==> config.mk <==
export PLATFORM = sky130hd
export DESIGN_NAME = ordered_rule_pixel_remap
export DESIGN_NICKNAME = d
export VERILOG_FILES = /design/src/hdl/orpr_pkg.sv /design/src/hdl/orpr_cell.sv /design/src/hdl/ordered_rule_pixel_remap.sv
export SDC_FILE = /design/constraint.sdc
export NUM_CORES = 2
export LEC_CHECK = 0
export BUFFER_PORTS_ARGS = -buffer_cell sky130_fd_sc_hd__buf_2
export CAP_MARGIN = 10
export CELL_PAD_IN_SITES_DETAIL_PLACEMENT = 1
export CELL_PAD_IN_SITES_GLOBAL_PLACEMENT = 2
export CORE_ASPECT_RATIO = 1.25
export CORE_MARGIN = 8
export CORE_UTILIZATION = 49
export CTS_CLUSTER_SIZE = 14
export DETAILED_ROUTE_END_ITERATION = 7
export PLACE_DENSITY_LB_ADDON = 0.08
export SYNTH_ARGS = -nofsm -noshare
export SYNTH_HDL_FRONTEND = slang
export SYNTH_SLANG_ARGS = --single-unit
==> constraint.sdc <==
create_clock -name clk -period 128.1 [get_ports clk]
set_input_delay 25.62 -clock clk [delete_from_list [all_inputs] [get_ports clk]]
set_output_delay 25.62 -clock clk [all_outputs]
set_load 0.01 [all_outputs]
==> src/hdl/orpr_pkg.sv <==
// orpr_pkg: shared types, codes and float compare for the rule remap block
// no dependencies
package orpr_pkg;

  localparam int unsigned RuleTestW = 2;
  localparam int unsigned WordW     = 32;
  localparam int unsigned CountW    = 5;
  localparam int unsigned IdxW      = 4;

  localparam logic [RuleTestW-1:0] TEST_EQ = 2'd0;
  localparam logic [RuleTestW-1:0] TEST_NE = 2'd1;
  localparam logic [RuleTestW-1:0] TEST_GT = 2'd2;
  localparam logic [RuleTestW-1:0] TEST_LT = 2'd3;

  localparam logic OP_LOAD  = 1'b0;
  localparam logic OP_REMAP = 1'b1;

  typedef struct packed {
    logic                 op;
    logic [IdxW-1:0]      rule_slot;
    logic [RuleTestW-1:0] rule_test;
    logic [WordW-1:0]     rule_threshold;
    logic [WordW-1:0]     rule_replacement;
    logic [WordW-1:0]     pixel_in;
  } in_item_t;

  typedef struct packed {
    logic [WordW-1:0] pixel_out;
    logic             changed;
    logic [IdxW-1:0]  matched_rule;
  } out_item_t;

  // rule entry held by one cell
  typedef struct packed {
    logic [RuleTestW-1:0] test;
    logic [WordW-1:0]     threshold;
    logic [WordW-1:0]     replacement;
  } rule_t;

  function automatic logic is_nan(input logic [WordW-1:0] a);
    return (a[30:23] == 8'hff) && (a[22:0] != 23'd0);
  endfunction

  // C float semantics, nan compares false except not-equal
  function automatic logic rule_holds(input logic [RuleTestW-1:0] t,
                                      input logic [WordW-1:0] p,
                                      input logic [WordW-1:0] h);
    logic nan, both_zero, eq, lt, mag_lt;
    nan       = is_nan(p) || is_nan(h);
    both_zero = (p[30:0] == 31'd0) && (h[30:0] == 31'd0);
    eq        = !nan && (both_zero || (p == h));
    mag_lt    = p[30:0] < h[30:0];
    if (nan || both_zero)   lt = 1'b0;
    else if (p[31] != h[31]) lt = p[31];
    else if (p[31])          lt = (h[30:0] < p[30:0]);
    else                     lt = mag_lt;
    unique case (t)
      TEST_EQ: return eq;
      TEST_NE: return !eq;
      TEST_GT: return !nan && !eq && !lt;
      TEST_LT: return lt;
      default: return 1'b0;
    endcase
  endfunction

endpackage

==> src/hdl/orpr_cell.sv <==
// orpr_cell: one rule entry and one pipeline stage of the rule chain
// depends on orpr_pkg
module orpr_cell #(
  parameter int unsigned IDX = 0
) (
  input  logic                clk,
  input  logic                rst_n,
  input  logic                load_en,
  input  orpr_pkg::rule_t     load_rule,
  input  logic                active,
  input  logic                vld_i,
  input  orpr_pkg::out_item_t res_i,
  input  logic [31:0]         pix_i,
  output logic                vld_o,
  output orpr_pkg::out_item_t res_o,
  output logic [31:0]         pix_o,
  input  logic                adv
);
  orpr_pkg::rule_t     rule_r;
  logic                vld_r;
  orpr_pkg::out_item_t res_r, res_nxt;
  logic [31:0]         pix_r;

  always_comb begin
    res_nxt = res_i;
    if (active && !res_i.changed &&
        orpr_pkg::rule_holds(rule_r.test, pix_i, rule_r.threshold)) begin
      res_nxt.pixel_out    = rule_r.replacement;
      res_nxt.changed      = 1'b1;
      res_nxt.matched_rule = orpr_pkg::IdxW'(IDX);
    end
  end

  always_ff @(posedge clk) begin
    if (load_en) rule_r <= load_rule;
    if (!rst_n) begin
      vld_r <= 1'b0;
    end else if (adv) begin
      vld_r <= vld_i;
    end
    if (adv) begin
      res_r <= res_nxt;
      pix_r <= pix_i;
    end
  end

  assign vld_o = vld_r;
  assign res_o = res_r;
  assign pix_o = pix_r;
endmodule

==> src/hdl/ordered_rule_pixel_remap.sv <==
// ordered_rule_pixel_remap: top level, a chain of rule cells with an output register
// depends on orpr_pkg and orpr_cell
//
// A pixel request can enter the chain every cycle and walks one rule cell per cycle
// while the chain is not stalled, so pixel throughput is one request per clock; each
// pixel passes through every rule cell and then the output register. Load requests
// write a cell's rule directly and produce no result; a load waits until no pixel is
// left in the cells, so that pixels already taken still see the rules in force when
// they were accepted. rule_count of 0 behaves as 1; values above RULES saturate. The
// chain stalls as a whole when the output register is full and not taken.
module ordered_rule_pixel_remap #(
  parameter int unsigned RULES = 16
) (
  input  logic                clk,
  input  logic                rst_n,
  input  logic                in_valid,
  output logic                in_ready,
  input  orpr_pkg::in_item_t  in_data,
  output logic                out_valid,
  input  logic                out_ready,
  output orpr_pkg::out_item_t out_data,
  input  logic                cfg_valid,
  output logic                cfg_ready,
  input  logic [4:0]          cfg_data
);
  logic [4:0] rule_count_r;
  logic [8:0] eff_count;
  logic       adv;
  logic       busy;
  logic       out_valid_r;
  orpr_pkg::out_item_t out_r;
  orpr_pkg::rule_t     load_rule;

  logic                vld_c [RULES+1];
  orpr_pkg::out_item_t res_c [RULES+1];
  logic [31:0]         pix_c [RULES+1];

  assign cfg_ready = 1'b1;
  always_ff @(posedge clk) begin
    if (!rst_n) rule_count_r <= 5'd1;
    else if (cfg_valid) rule_count_r <= cfg_data;
  end

  assign eff_count = (rule_count_r == 5'd0) ? 9'd1 : {4'd0, rule_count_r};
  assign adv       = !out_valid_r || out_ready;

  // any pixel still inside the cells
  always_comb begin
    busy = 1'b0;
    for (int k = 1; k <= RULES; k++) busy = busy | vld_c[k];
  end

  assign in_ready = adv && ((in_data.op == orpr_pkg::OP_REMAP) || !busy);

  assign load_rule.test        = in_data.rule_test;
  assign load_rule.threshold   = in_data.rule_threshold;
  assign load_rule.replacement = in_data.rule_replacement;

  assign vld_c[0] = in_valid && in_ready && (in_data.op == orpr_pkg::OP_REMAP);
  assign pix_c[0] = in_data.pixel_in;
  assign res_c[0] = '{pixel_out: in_data.pixel_in, changed: 1'b0, matched_rule: '0};

  for (genvar g = 0; g < RULES; g++) begin : g_cell
    logic ld;
    assign ld = in_valid && in_ready && (in_data.op == orpr_pkg::OP_LOAD) &&
                ({4'd0, in_data.rule_slot} == 8'(g));
    orpr_cell #(.IDX(g)) u_cell (
      .clk(clk), .rst_n(rst_n), .load_en(ld), .load_rule(load_rule),
      .active(9'(g) < eff_count), .vld_i(vld_c[g]), .res_i(res_c[g]),
      .pix_i(pix_c[g]), .vld_o(vld_c[g+1]), .res_o(res_c[g+1]),
      .pix_o(pix_c[g+1]), .adv(adv)
    );
  end

  always_ff @(posedge clk) begin
    if (!rst_n) begin
      out_valid_r <= 1'b0;
    end else if (adv) begin
      out_valid_r <= vld_c[RULES];
    end
    if (adv) out_r <= res_c[RULES];
  end

  assign out_valid = out_valid_r;
  assign out_data  = out_r;

  a_stall_hold: assert property (@(posedge clk) disable iff (!rst_n)
    out_valid && !out_ready |=> out_valid && $stable(out_data))
    else $error("output changed while stalled");
  a_no_in_on_stall: assert property (@(posedge clk) disable iff (!rst_n)
    out_valid && !out_ready |-> !in_ready)
    else $error("input taken while chain stalled");
  a_unmatched_zero: assert property (@(posedge clk) disable iff (!rst_n)
    out_valid && !out_data.changed |-> out_data.matched_rule == '0)
    else $error("match index without match");
endmodule
# [Word level (Yosys, flattened, before mapping)]
# Cells that the tools add are included.
[word_totals] ff_bits=2187 input_bits=113 output_inout_bits=40 wordCells=748
[classes] magnitude_cmp=48 n_eq_ne=127 muxes=81 n_bitwise=16 n_reduce_logical=344
[ops] op="zero test 31 bit" n=32
[ops] op="< comparator 31 bit" n=32
[ops] op="nonzero test 23 bit" n=32
[ops] op="two-way mux 37 bit" n=16
[ops] op="== test 32 bit" n=16
[ops] op="== test 8 bit (second input constant)" n=32
[ops] op="logical AND 1 bit" n=147
[ops] op="zero test 1 bit" n=65
[ops] op="== test 2 bit (second input constant)" n=32
[ops] op="one-hot mux 1 bit (4 select lines)" n=16
[ops] op="logical OR 1 bit" n=50
[ops] op="two-way mux 1 bit" n=48
[ops] op="< comparator 4 x 5 -> 1 bit (first input constant)" n=8
[ops] op="== test 2 x 1 -> 1 bit (second input constant)" n=16
[ops] op="== test 4 bit (second input constant)" n=8
[ops] op="zero test 2 bit" n=16
[ops] op="< comparator 3 x 5 -> 1 bit (first input constant)" n=4
[ops] op="== test 4 x 3 -> 1 bit (second input constant)" n=4
[ops] op="!= test 1 bit" n=16
[ops] op="OR 1 bit" n=15
[ops] op="< comparator 1 x 5 -> 1 bit (first input constant)" n=2
[ops] op="< comparator 2 x 5 -> 1 bit (first input constant)" n=2
[ops] op="== test 4 x 2 -> 1 bit (second input constant)" n=2
[ops] op="zero test 5 bit" n=1
[ops] op="4 further kinds" n=4

# [Depth between registers and ports, before layout]
[depth] word_depth=21 ltp_mapped=14 depth_no_buf=11

# [Modules after synthesis]
# Synthesis repeated with hierarchy kept, for this count alone.
[hier_totals] cells_unflattened=5511 area_unflattened_um2=93121.8
[by_module_without_submodules] mod="orpr_cell (g_cell[0].u_cell ...)" instances=12 cells_per_inst=336 area_each_um2=5704.2 seq_area_each_um2=4073.9
[by_module_without_submodules] mod="orpr_cell (g_cell[7].u_cell ...)" instances=2 cells_per_inst=336 area_each_um2=5728.0 seq_area_each_um2=4073.9
[by_module_without_submodules] mod="orpr_cell (g_cell[8].u_cell)" instances=1 cells_per_inst=336 area_each_um2=5743.0 seq_area_each_um2=4073.9
[by_module_without_submodules] mod="orpr_cell (g_cell[13].u_cell)" instances=1 cells_per_inst=341 area_each_um2=5720.5 seq_area_each_um2=4073.9
[by_module_without_submodules] mod="ordered_rule_pixel_remap" instances=1 cells_per_inst=130 area_each_um2=1751.7 seq_area_each_um2=1231.2

# [Worst setup path after synthesis]
# Ideal clock, no wire load.
[synth_timing] path_type="input port to output port" start="in out_ready" end="out in_ready" arrival_time_ns=56.716 required_time_ns=102.480 setup_slack_ns=45.764 cell_stages=6 n_path_buf=2 path_cell_list="nor2b_1 clkbuf_1 clkinv_1 clkbuf_1 nand2_1 nand2_1"
[synth_via] elab_chain_cells=2
[synth_rtl] element="start: declaration" line_no="ordered_rule_pixel_remap.sv:20" text="input logic out_ready,"
[synth_rtl] element="logical OR 1 bit" line_no="ordered_rule_pixel_remap.sv:45" text="assign adv = !out_valid_r || out_ready;"
[synth_rtl] element="named net adv" line_no="ordered_rule_pixel_remap.sv:28" text="logic adv;"
[synth_rtl] element="logical AND 1 bit" line_no="ordered_rule_pixel_remap.sv:53" text="assign in_ready = adv && ((in_data.op == orpr_pkg::OP_REMAP) || !busy);"
[synth_rtl] element="end: declaration" line_no="ordered_rule_pixel_remap.sv:17" text="output logic in_ready,"
# The timed path passes the listed nets, and every way through them passes these cells.

# [Final worst setup path]
[layout_timing] start="in out_ready" end="out in_ready"
[layout_via] elab_chain_cells=2
[layout_rtl] element="logical OR 1 bit" line_no="ordered_rule_pixel_remap.sv:45"
[layout_rtl] element="logical AND 1 bit" line_no="ordered_rule_pixel_remap.sv:53"
# Every way passes these cells.

==> run metrics <==
Hold Path Class=flop to flop; Root Driver=clkbuf_16; placed cells=9849; Setup TNS=0 ns; Final Non-Filler Cells=10256; Final Skew=0.0635 ns; Hold EP=out_data[22]$_DFFE_PP_; Pleak=39.5 nW; Post-Synth Simple-Gate Area=11.9%; post-CTS resize count=0; full die area=0.216 sq mm; router iterations before antenna repair=5; clock buffer depth=3; # hold bufs at CTS=0; #FFs+latches synth=2172; CP endpoint kind=output pin; Max rail drop VDD=0.0130 mV; Comb pwr share=5.9%; Slew Limit Fails=0; P_int=1.21 mW; worst path bufs/invs=4; Max-Cap Viols=0; CTS tree=done; clock slew at reported path FFs=0.06 ns; CP max stage delay=0.44 ns; cell at the slowest stage of the critical path=inv_8; DRC viols=0; Fill cells=19496; Vias/cell=5.92; multi-input logic area=0.0306 sq mm; Final Util=54.6%; main combinational cell family by area after synthesis=simple AND/OR/NAND/NOR gates; synth cell count leaders=2150 x edfxtp_1, 565 x inv_1, 496 x ha_1, 415 x nand2_1, 311 x nand3_1; CP max FO=93; Post-DRT Antenna Nets=0; GRT Total Usage=23.7%; synthesized area per cell=13.6 sq um; status=finished, final reports clean; Cell Area, Synth=0.0987 sq mm; Final period util=40.9%; Layout Nets=7977; Synth Area in XOR/XNOR=0.204%; GP Congestion=0.904; post-synthesis async set-or-reset flop share=0%; Critical Path, Cell by Cell=buf_2, nor2b_1, buf_4, inv_8, nand2_1, nand2_1, buf_2; final period demand of the worst path=52.33 ns; hold path cells=0; sequential area share after synthesis=65.9%; Sw Ratio=22.2%; Via Count=60673; R2R setup slack=123.25 ns; Critical Path RT=102.48 ns; library cell with the largest summed area after synthesis=edfxtp_1; worst hold margin=0.418 ns; worst reg2reg endpoint=g_cell[14].u_cell.res_o[12]$_DFFE_PP_; relative slew slack=19.1%; HP Start=g_cell[15].u_cell.res_o[22]$_DFFE_PP_; post-synthesis mux area share=3.04%; cts bufs inserted=214; slew of the pin with the lowest slew margin=1.21 ns; Routed Wire Length=262 mm; part of the power in registers=54.1%; io pins=153; port bufs=151; Synth Flop Type=edfxtp_1; FMAX=19.1 MHz; R2R depth=7; EDFF count, synth=2150; register area=0.0650 sq mm; Rows=184; Routed wire per std cell=25.5 microns; final hold violations=0; count leader, synth=edfxtp_1; clock sinks=2172; Synth Net Count=7846; Layout area overhead=11.1%; CP arrival=26.71 ns; post-synth top area share=65.4%; clk_lat worst skew=0.85 ns; pin count of the biggest net entering global routing=98; clock share of power=40.0%; pwr/cell area=14.2 mW/mm^2; Synth Area in Adders=6.29%; switching power total=345 uW; H-tree depth=4; hpwl dp=190 mm; Vert. Die Dim=518 microns; Compound-Gate Fraction of Synth Area=9.17%; Yosys cell types=83; setup bufs post-CTS=0; first-pass GRT wire length=396 mm; antenna violations before repair=7; top post-synthesis cells by area=edfxtp_1 65%, ha_1 6.3%, inv_1 2.1%, mux2_1 2.0%, nor4_1 1.8%; Die X=417 microns; Synth Instances=7237; initial DRC count=3280; RR Startpoint=out_valid$_SDFFE_PN0P_; RSZ-0062 raised after global routing=false; CP Class=input port to output pin; ratio of cells with drive above 1 in the final layout=9.50%; grt ovf=0; Core Area=0.201 sq mm; number of global-route vias before repair=65474; synth warn=0; Starting Density=49.2%; delay-heaviest family, CP=buffers and inverters; Setup crit start kind=input port; # setup viols final=0
-- cells by family after synthesis --
group,count (synthesis)
flip-flops,2172
AND/OR/NAND/NOR,2149
AO/OA/AOI/OAI,1226
buffers and inverters,898
adder cells (fa/ha/maj),496
multiplexers,272
XOR/XNOR,23
other,1
-- power groups by stage --
| stage | logic [mW] | registers, mW | clock network (mW) |
|---|---|---|---|
| after floorplan | 0.0593 | 0.847 | 0 |
| after global placement | 0.0874 | 0.855 | 0 |
| after detailed placement | 0.0922 | 0.857 | 0 |
| after CTS | 0.0931 | 0.842 | 0.638 |
| after global routing | 0.102 | 0.846 | 0.660 |
| final | 0.0917 | 0.842 | 0.622 |
-- worst max path at each step --
stage          slack [ns]       from        to  cells after the start
4_1_cts             75.71  out_ready  in_ready                      7
3_3_place_gp        75.68  out_ready  in_ready                      7
2_1_floorplan       45.76  out_ready  in_ready                      6
5_1_grt             75.62  out_ready  in_ready                      7
3_5_place_dp        75.72  out_ready  in_ready                      7
6_report            75.77  out_ready  in_ready                      7
-- sequential cells by signal, summed over array words and instances, names as in the netlist --
name	count
g_cell.u_cell.vld_o	16
g_cell.u_cell.res_o	577
g_cell.u_cell.rule_r	1056
rule_count_r	5
g_cell.u_cell.pix_o	480
out_valid	1
out_data	37
-- cell usage in the layout (no fill, tap or decap), types with 68 or more instances in the layout --
cell type	count
nand3_1	309
inv_1	565
edfxtp_1	2150
a311oi_1	68
nor2b_1	195
and2_1	80
buf_2	151
o21ai_0	131
a21o_1	188
nor2_1	149
nor3_1	109
nand2_1	415
o211ai_1	136
mux2_1	171
buf_4	96
a21oi_1	207
nor4_1	289
clkbuf_16	216
ha_1	496
nand4_1	247
or4_1	73
-- metal layers --
| metal | share of wire, % | wire length, microns | global-route usage [%] |
|---|---|---|---|
| met4 | 4.9 | 12800 | 10.3 |
| met1 | 40 | 104000 | 27.6 |
| met5 | 0 | 0 | 0 |
| met2 | 52 | 137000 | 43.8 |
| met3 | 2.8 | 7270 | 2.69 |
-- layout make-up --
cell class | count | area share (%)
flip-flops and latches | 2172 | 59.3
multi-input cells | 4167 | 27.9
clock buffers | 263 | 5.15
well taps | 2697 | 3.08
inverters | 566 | 1.95
repair buffers | 247 | 1.35
clock inverters | 134 | 1.24
diodes | 10 | 0.0228
-- through the flow --
| stage | power, mW | setup WS [ns] | area, sq um |
|---|---|---|---|
| after floorplan | 0.906 | 45.76 | 98700 |
| after global placement | 0.942 | 75.68 | 103000 |
| after detailed placement | 0.950 | 75.72 | 103000 |
| after CTS | 1.57 | 75.71 | 110000 |
| after global routing | 1.61 | 75.62 | 110000 |
| final | 1.56 | 75.77 | 110000 |
Note: power is estimated with default switching activity, not from simulation.
